`src/design/hcb_ram.sv`:
```
`default_nettype none
// ----------------------------------------------------------------------------
// Huffman code builder single-read RAM
// One write port and one read port with registered read data.
// ----------------------------------------------------------------------------
module hcb_ram #(
    parameter int WIDTH = 8,
    parameter int DEPTH = 2
) (
    input  wire logic                     clk,
    input  wire logic                     we,
    input  wire logic [$clog2(DEPTH)-1:0] waddr,
    input  wire logic [WIDTH-1:0]         wdata,
    input  wire logic [$clog2(DEPTH)-1:0] raddr,
    output logic      [WIDTH-1:0]         rdata
);

    logic [WIDTH-1:0] mem [DEPTH];

    always_ff @(posedge clk)
    begin
        if (we)
        begin
            mem[waddr] <= wdata;
        end
        rdata <= mem[raddr];
    end

endmodule
`default_nettype wire

```
`config.mk`:
```
export PLATFORM = sky130hd
export DESIGN_NAME = hcb_ram
export DESIGN_NICKNAME = d
export VERILOG_FILES = /design/src/design/hcb_ram.sv
export SDC_FILE = /design/constraint.sdc
export NUM_CORES = 1
export LEC_CHECK = 0
export BUFFER_PORTS_ARGS = -buffer_cell sky130_fd_sc_hd__buf_4
export CAP_MARGIN = 10
export CORE_MARGIN = 1.5
export CORE_UTILIZATION = 52
export CTS_BUF_LIST = sky130_fd_sc_hd__clkbuf_4 sky130_fd_sc_hd__clkbuf_8
export CTS_CLUSTER_DIAMETER = 120
export DETAILED_ROUTE_END_ITERATION = 16
export GPL_ROUTABILITY_DRIVEN = 1
export PLACE_DENSITY = 0.83
export SLEW_MARGIN = 10
export SYNTH_ARGS = -nofsm -noshare
export SYNTH_HDL_FRONTEND = slang
export SYNTH_SLANG_ARGS = --single-unit
```
`constraint.sdc`:
```
create_clock -name clk -period 1.35 [get_ports clk]
set_input_delay 0.2025 -clock clk [delete_from_list [all_inputs] [get_ports clk]]
set_output_delay 0.2025 -clock clk [all_outputs]
set_load 0.005 [all_outputs]
```
# --- Word-level counts from Yosys, hierarchy flattened ---
# Memories as Yosys holds them, arrays and structs flattened. A register that Yosys moved wholly into a read port is not among the register bits.
# Index checks and enable logic that the tools add are counted.
word_totals:
  ff_bits: 0
  ramBits: 16
  input_bits: 12
  out_inout_bits: 8
  elab_cells: 3
  n_memories: 1
op_classes:
  n_mux: 2
mem_list:
  columns: ["memory", "depth", "width", "rd", "rd_clocked_by_memory_dff", "write_ports", "line", "text"]
  rows:
  - ["mem", 2, 8, 1, 1, 1, "18", "logic [WIDTH-1:0] mem [DEPTH];"]
ops:
  columns: ["operator", "n"]
  rows:
  - ["$mux W1", 2]

# --- Logic depth before layout (Yosys ltp) ---
depth:
  depth_word: 2
  ltp_mapped: 2
  mapped_depth_nobuf: 1

# --- Worst setup path before layout ---
# OpenSTA, ideal clock, no wires.
synth_path:
  path_type: "input -> register"
  from: "in we"
  to: "mem mem[0][0] (enable)"
  setup_time_ns: 0.373
  arrival_time_ns: 0.623
  required_time_ns: 0.977
  slack_ns: 0.354
  path_stages: 1
  path_buffers: 0
  path_cell_list: "nor2b_1"
synth_between:
  elab_chain_len: 2
synth_lines:
  columns: ["item", "line", "text"]
  rows:
  - ["start, declared", "11", "input wire logic we,"]
  - ["$mux W1", "22", "if (we)"]
  - ["$mux W1 (implied by the code)", "24", "mem[waddr] <= wdata;"]
  - ["end, declared", "18", null]
# No other way between the ends.

# --- Worst setup path in the final report ---
layout_path:
  from: "reg rdata[3] (read register of mem)"
  to: "out rdata[3]"
layout_lines:
  columns: ["item", "line", "text"]
  rows:
  - ["start, declared", "15", "output logic [WIDTH-1:0] rdata"]
# No word-level cell between the ends.

==> results.md <==
* Run status: complete, no violations
* Power density over cell area at 1300 mW/mm2
* Peak supply drop at 0.000774 V
* Core footprint at about 0.0014 mm2
* DR vias/cell at 4.88
* First-pass GRT wire length at between 1000 and 1500 um
* CTS buffer count at 3
* Post-Synthesis Cell Area at 785 um2
* Final setup fails at 0
* # rows at 13
* Synthesized Nets at 47
* Critical path peak fanout at 1
* Gate Count Post-Synth at 35
* Layout Nets at 71
* Clk slew on worst S/H paths at 0.11 ns
* Synthesized area per cell at between 20 and 25 um2
* Final WS setup at between 0.4 and 0.5 ns
* Final ANT Viol Nets at 0
* Worst Skew at between 0.0009 and 0.001 ns
* Initial Util at 58.1%
* WP buf/inv at 1
* Slew at the pin with the worst max-slew slack at between 0.3 and 0.4 ns
* Initial DRC count at 3
* Die height at 41.8 um
* Pre-CTS WS at 0.385 ns
* Vias in the first global route at 356
* Placed cell area at 942 um2
* Largest net degree at the start of global routing at 13
* Gp weighted congestion at 0.682
* Max-cap violations at 0
* Top delay family on crit path: flip-flops
* Max clock buf depth at 2
* Slew headroom at 77.5%
* Initial antenna violation count at 0
* Reg-to-reg critical path startpoint: mem[0][3]$_DFFE_PP_
* Min Tclk post-route at between 0.9 and 1 ns
* Hold Vio Cnt, Final at 0
* Final Cycle Share at 69.7%
* Share of layout cells above drive strength 1 at 54.4%
* Area added between synthesis and finish at 23.0%
* # resized after CTS at 0
* YS warnings at 0
* I/O pin total at 20
* Yosys top cell by area: edfxtp_1
* Pre-antenna DRT Iters at 2
* Post-synth top area share at 61.2%
* HP Class: input pin to flip-flop
* # clock sinks at 24
* Fmax at around 1100 MHz
* Final slew viol count at 0
* Top cells by area, synth: edfxtp_1, dfxtp_1, mux2_4
* Post-route DRC at 0
* Register area share after synthesis at around 82%
* Critical Path Max Stage Delay at ~0.32 ns
* Die W at 41.8 um
* LEAKAGE at 0.398 nW
* Hold Crit Start: wdata[1]
* FILL cells at 86
* Worst path slowest cell: dfxtp_1
* Crit. End Element: output pin
* Crit path from: rdata[3]$_DFF_P_
* ANT cells at 0
* Hold buffer count at cts at 0
* Setup TNS at 0 ns
* CP arrival at 0.74 ns
* Clock Latency Late Sink at 0.30 ns
* Crit-path cells: buf_4
* Gr usage total at 11.8%
* Die area at 0.00175 mm2
* Final Cell Area at 965 um2
* Port Buf Inserts at 19
* Yosys cell types at 6
* TritonCTS clock tree: yes
* Number of setup buffers added after CTS at 0
* Yosys reg bits at 24
* Root Buffer: clkbuf_4
* Required time of the critical path at ~1.2 ns
* WL/cell at 11.9 um
* Crit Path Category: flip-flop to output pin
* Startpoint class of the critical path: flip-flop
* Detailed Route WL at around 860 um
* Final core occ at a little under three quarters
* RSZ-0062 raised after global routing: false
* DR vias at 351
* Total gr overflow at 0
* H-tree depth at 1
flip-flops by register name, summed over array words and instances (netlist names):
name and count:
rdata 8, mem 16
stage by stage:
stage / total power [mW] / hold slack [ns] / instances
detailed placement: 0.990 / 0.390 / 69
global route: 1.31 / 0.0580 / 72
global placement: 0.986 / 0.388 / 69
floorplan: 0.923 / 0.301 / 35
finish: 1.25 / 0.0798 / 72
CTS: 1.27 / 0.0720 / 72
logic make-up after synthesis:
group	after synthesis	synth area share, %
DFF	24	81.7
buffers and inverters	1	1.44
and+or+nand+nor	2	1.60
muxes	8	15.3
layout make-up:
class,count,area [um2],share of cell area [%]
Tap cell,15,18.8,1.95
Timing Repair Buffer,20,150,15.6
Multi-Input combinational cell,10,133,13.7
Clock buffer,3,22.5,2.33
Sequential cell,24,641,66.4
power breakdown:
part           switching, mW  internal (mW)  total (mW)  leakage, nW
Clock                  0.180          0.104       0.284       0.0138
Sequential            0.0127          0.841       0.854        0.218
Combinational         0.0367         0.0800       0.117        0.167
final timing paths:
| check | to | slack, ns | depth (start not counted) |
|---|---|---|---|
| hold / removal | mem[1][1]$_DFFE_PP_ | 0.08 | 1 |
| setup / recovery | rdata[3] | 0.41 | 1 |
| hold reg to reg | rdata[7]$_DFF_P_ | 0.48 | 1 |
| setup reg to reg | rdata[3]$_DFF_P_ | 0.60 | 1 |
per-layer routing:
metal	share of wire, %	wire length, um	GRT usage, %
met2	54	459	20.9
met3	9.5	81	4.78
met1	35	299	10.9
met4	2.0	17	7.74
met5	0	0	0
cells in the mapped netlist:
| master | n |
|---|---|
| mux2_4 | 8 |
| and2_1 | 1 |
| nor2b_1 | 1 |
| dfxtp_1 | 8 |
| edfxtp_1 | 16 |
| buf_6 | 1 |
layout by cell type (no fill, tap or decap):
cell type / n
edfxtp_1: 16
mux2_4: 8
buf_4: 20
and2_1: 1
dfxtp_1: 8
nor2b_1: 1
clkbuf_4: 3
Power figures use the tool's default switching activity.
