`config.mk`:
```
export PLATFORM = sky130hd
export DESIGN_NAME = hcb_heap_ram
export DESIGN_NICKNAME = d
export VERILOG_FILES = /design/src/design/hcb_heap_ram.sv
export SDC_FILE = /design/constraint.sdc
export NUM_CORES = 1
export LEC_CHECK = 0
export CAP_MARGIN = 20
export CORE_ASPECT_RATIO = 0.9
export CORE_MARGIN = 5
export CORE_UTILIZATION = 53
export CTS_BUF_LIST = sky130_fd_sc_hd__clkbuf_8 sky130_fd_sc_hd__clkbuf_16
export DETAILED_ROUTE_END_ITERATION = 10
export DONT_BUFFER_PORTS = 1
export GPL_TIMING_DRIVEN = 0
export MAX_ROUTING_LAYER = met4
export PLACE_DENSITY_LB_ADDON = 0.25
export SLEW_MARGIN = 20
export SYNTH_ARGS = -nofsm -noshare
export SYNTH_HDL_FRONTEND = slang
export SYNTH_SLANG_ARGS = --single-unit
```
`constraint.sdc`:
```
create_clock -name clk -period 1 [get_ports clk]
set_input_delay 0.3 -clock clk [delete_from_list [all_inputs] [get_ports clk]]
set_output_delay 0.3 -clock clk [all_outputs]
set_load 0.005 [all_outputs]
```
`src/design/hcb_heap_ram.sv`:
```
`default_nettype none
// ----------------------------------------------------------------------------
// Huffman code builder heap RAM
// One write port and two read ports, so both children of a slot come together.
// ----------------------------------------------------------------------------
module hcb_heap_ram #(
    parameter int WIDTH = 8,
    parameter int DEPTH = 2
) (
    input  wire logic                     clk,
    input  wire logic                     we,
    input  wire logic [$clog2(DEPTH)-1:0] waddr,
    input  wire logic [WIDTH-1:0]         wdata,
    input  wire logic [$clog2(DEPTH)-1:0] raddr0,
    input  wire logic [$clog2(DEPTH)-1:0] raddr1,
    output logic      [WIDTH-1:0]         rdata0,
    output logic      [WIDTH-1:0]         rdata1
);

    logic [WIDTH-1:0] mem [DEPTH];

    always_ff @(posedge clk)
    begin
        if (we)
        begin
            mem[waddr] <= wdata;
        end
        rdata0 <= mem[raddr0];
        rdata1 <= mem[raddr1];
    end

endmodule
`default_nettype wire

```
Yosys cells after proc, flatten, opt, wreduce, memory -nomap -nowiden
Memory sizes are Yosys's and may differ from the RTL's. A register that Yosys moved wholly into a read port is not among the register bits.
Cells that the tools add are included.
{ "totals": {"register_bits": 0, "ram_bits": 16, "input_bits": 13, "output_inout_bits": 16, "mem_count": 1} }
{ "op_classes": {"n_mux": 2} }
{ "memory_table": {"columns": ["memory", "words", "word_bits", "read_ports", "rd_clocked_by_memory_dff", "wr", "line", "rtl"], "rows": [
  ["mem", 2, 8, 2, 2, 1, "20", "logic [WIDTH-1:0] mem [DEPTH];"]
]} }
{ "op_table": {"columns": ["op", "count"], "rows": [
  ["2-to-1 mux 1 bit", 2]
]} }

Depth between registers and ports, before layout
{ "depth": {"depth_word": 2, "mapped_depth": 2, "depth_no_buf": 1} }

Least setup slack after synthesis
Ideal clock, no wire load.
{ "synth_timing": {"path_kind": "input-to-reg", "start": "input we", "end": "memory mem[0][0] (enable)", "setup_time_ns": 0.373, "arrival_ns": 0.720, "path_slack_ns": -0.093, "path_stages": 1, "path_cell_list": "nor2b_1"} }
{ "synth_via": {"elab_chain_len": 2} }
{ "synth_rtl": {"columns": ["item", "line", "rtl"], "rows": [
  ["from (decl)", "11", "input wire logic we,"],
  ["2-to-1 mux 1 bit", "24", "if (we)"],
  ["2-to-1 mux 1 bit (not written as such)", "26", "mem[waddr] <= wdata;"],
  ["to (decl)", "20", null]
]} }
Every way passes these cells.

Worst setup path in the final report
{ "layout_timing": {"start": "register rdata1[1], read port of mem", "end": "output rdata1[1]"} }
{ "layout_rtl": {"columns": ["item", "line", "rtl"], "rows": [
  ["from (decl)", "17", "output logic [WIDTH-1:0] rdata1"]
]} }
No word-level cell between the ends.

==> results.md <==
* Crit start category: flop
* Worst Setup End Kind: output port
* Gr usage total at 11.6%
* Peak VDD IR at 1.27 mV
* Tcrit/Tclk final at 91.0%
* CTS Root Cell: clkbuf_8
* CTS H-tree depth at 2
* Initial DRC Count at 12
* RSZ-0062 raised after global routing: no
* Seq pwr share at 57.0%
* CTS max path bufs at 2
* Synth top area cells: edfxtp_1, dfxtp_1, mux2_4, buf_6, and2_1
* P per Cell Area at 2240 nW/um2
* Sequential fraction of the synthesis area at 74.4%
* Switching share of power at 18.7%
* Launching point of the worst reg2reg path: mem[0][0]
* Top-area cell type share of the netlist area at 44.7%
* Crit Path Class: reg -> out
* Least-Margin Pin Slew at 0.438 ns
* Remaining global-route overflow at 0
* Initial DRT Pass Iterations at 4
* Worst-case clock skew at 0.00346 ns
* Setup-failing EPs final at 0
* Critical Path RT at 0.70 ns
* Final wirelength at 1500 um
* Routed Antenna Nets at 0
* Yosys reg bits at 32
* Max Cap Viol at 0
* Reg2reg end: rdata0[0]
* Crit path launch: rdata1[1]
* Leakage at 0.485 nW
* FMAX at 1.10 GHz
* Synthesized area at 1080 um2
* Cells after synthesis at 52
* Vias in the first global route at 457
* Antenna violations before repair at 0
* Worst rel slew slack at 70.7%
* Input/output buffers at 0
* Largest net degree at the start of global routing at 10
* Final RePlAce weighted congestion at 0.684
* Worst Path Max Fanout at 1
* Worst R2R Setup Slack at 0.21 ns
* Reg2reg path depth at 1
* Clock slew at reported path FFs at 0.06 ns
* # clock sinks at 32
* Area leader, netlist: edfxtp_1
* Initial Utilization at 55.7%
* Clock network fraction of total power at 37.9%
* Hold Vio Cnt, Final at 0
* Crit path depth at 0
* Final slew viol count at 0
* Clock latency on the worst-skew pair at 0.27 ns
* Minimum clock period at 0.910 ns
* Vias per cell at 5.11
* Average cell area after synthesis at 20.7 um2
* Postcts setup bufs at 0
* Comb pwr share at 5.2%
* P_int at 2.20 mW
* Die Area at 3030 um2
* Most frequent cells in the layout: mux2_4, edfxtp_1, dfxtp_1, clkbuf_8, buf_6
* Antenna diode count at 0
* Fill cell count at 137
* Synth cell types at 6
* Total power at 2.70 mW
* Vias at 429
* Die Ht at 52.7 um
* DRC at 0
* I/O pin count at 29
* Area growth from synthesis to layout at 12.1%
* Crit path capture: rdata1[1]
* First-pass GRT wire length at 2330 um
* Die width at 57.5 um
* Syn Nets at 65
* YS warnings at 0
* Net Switching at 506 uW
* Status: finished clean
* DP Cell Count at 77
* TritonCTS Buffers at 5
* Hold WC Path Type: in -> reg
* TritonCTS clock tree: yes
* Nets@finish at 72
* Worst EP arrival at 0.61 ns
* WL/cell at 17.9 um
* Rows at 15
* Hold-fix buffers, CTS at 0
* Fin cells at 84
* Core area at 1930 um2
* Post_cts resized at 0
* Layout cells sized above 1 at 44.1%
-- registers in the layout, indices dropped and copies added (netlist names) --
name    cells
rdata1      8
rdata0      8
mem        16
-- kinds of logic after synthesis --
kind of cell | synth area share (%)
muxes | 22.3
DFF | 74.4
buffers and inverters | 2.09
and+or+nand+nor | 1.16
-- worst min-delay path by stage --
stage	endpoint	slack (ns)	from	cells after the start
2_1_floorplan	mem[0][0]	0.40	wdata[0]	0
3_5_place_dp	mem[1][3]	0.40	wdata[3]	0
5_1_grt	mem[1][1]	0.10	wdata[1]	0
4_1_cts	mem[1][1]	0.12	wdata[1]	0
3_3_place_gp	mem[0][3]	0.40	wdata[3]	0
6_report	mem[1][1]	0.12	wdata[1]	0
-- through the flow --
stage	hold WS [ns]	setup TNS [ns]	area, um2	utilization, %	setup slack, ns
after global routing	0.102	0	1210	62.4	0.0538
after global placement	0.399	-0.222	1110	57.4	-0.0279
after CTS	0.116	0	1210	62.4	0.0802
after detailed placement	0.399	-0.527	1110	57.4	-0.0648
final	0.120	0	1210	62.4	0.0900
after floorplan	0.399	0	1080	-	0.0767
-- Yosys cell counts, drive strengths merged --
library cell	count
and2	1
mux2	16
edfxtp	16
dfxtp	16
buf	2
nor2b	1
-- per-layer routing --
metal | up-vias | wire, um | track usage (%)
met2 | 18 | 804 | 17.7
met3 | 4 | 166 | 8.37
met5 | - | 0 | -
met4 | 0 | 15 | 4.63
met1 | 208 | 516 | 11.4
li1 | 199 | - | -
-- final cells by class --
class                   count  area (um2)  area share (%)
flip-flops and latches     32         801            66.4
multi-input cells          18         255            21.2
clock buffers               7        96.3            7.99
well taps                  25        31.3            2.59
plain buffers               2        22.5            1.87
-- power groups by stage --
stage | logic (mW) | registers, mW | clock network, mW
3_5_place_dp | 0.143 | 1.57 | 0
3_3_place_gp | 0.136 | 1.57 | 0
4_1_cts | 0.143 | 1.55 | 1.04
5_1_grt | 0.150 | 1.55 | 1.12
2_1_floorplan | 0.126 | 1.55 | 0
6_report | 0.139 | 1.54 | 1.02
No activity file was read; power rests on OpenSTA's default activity.
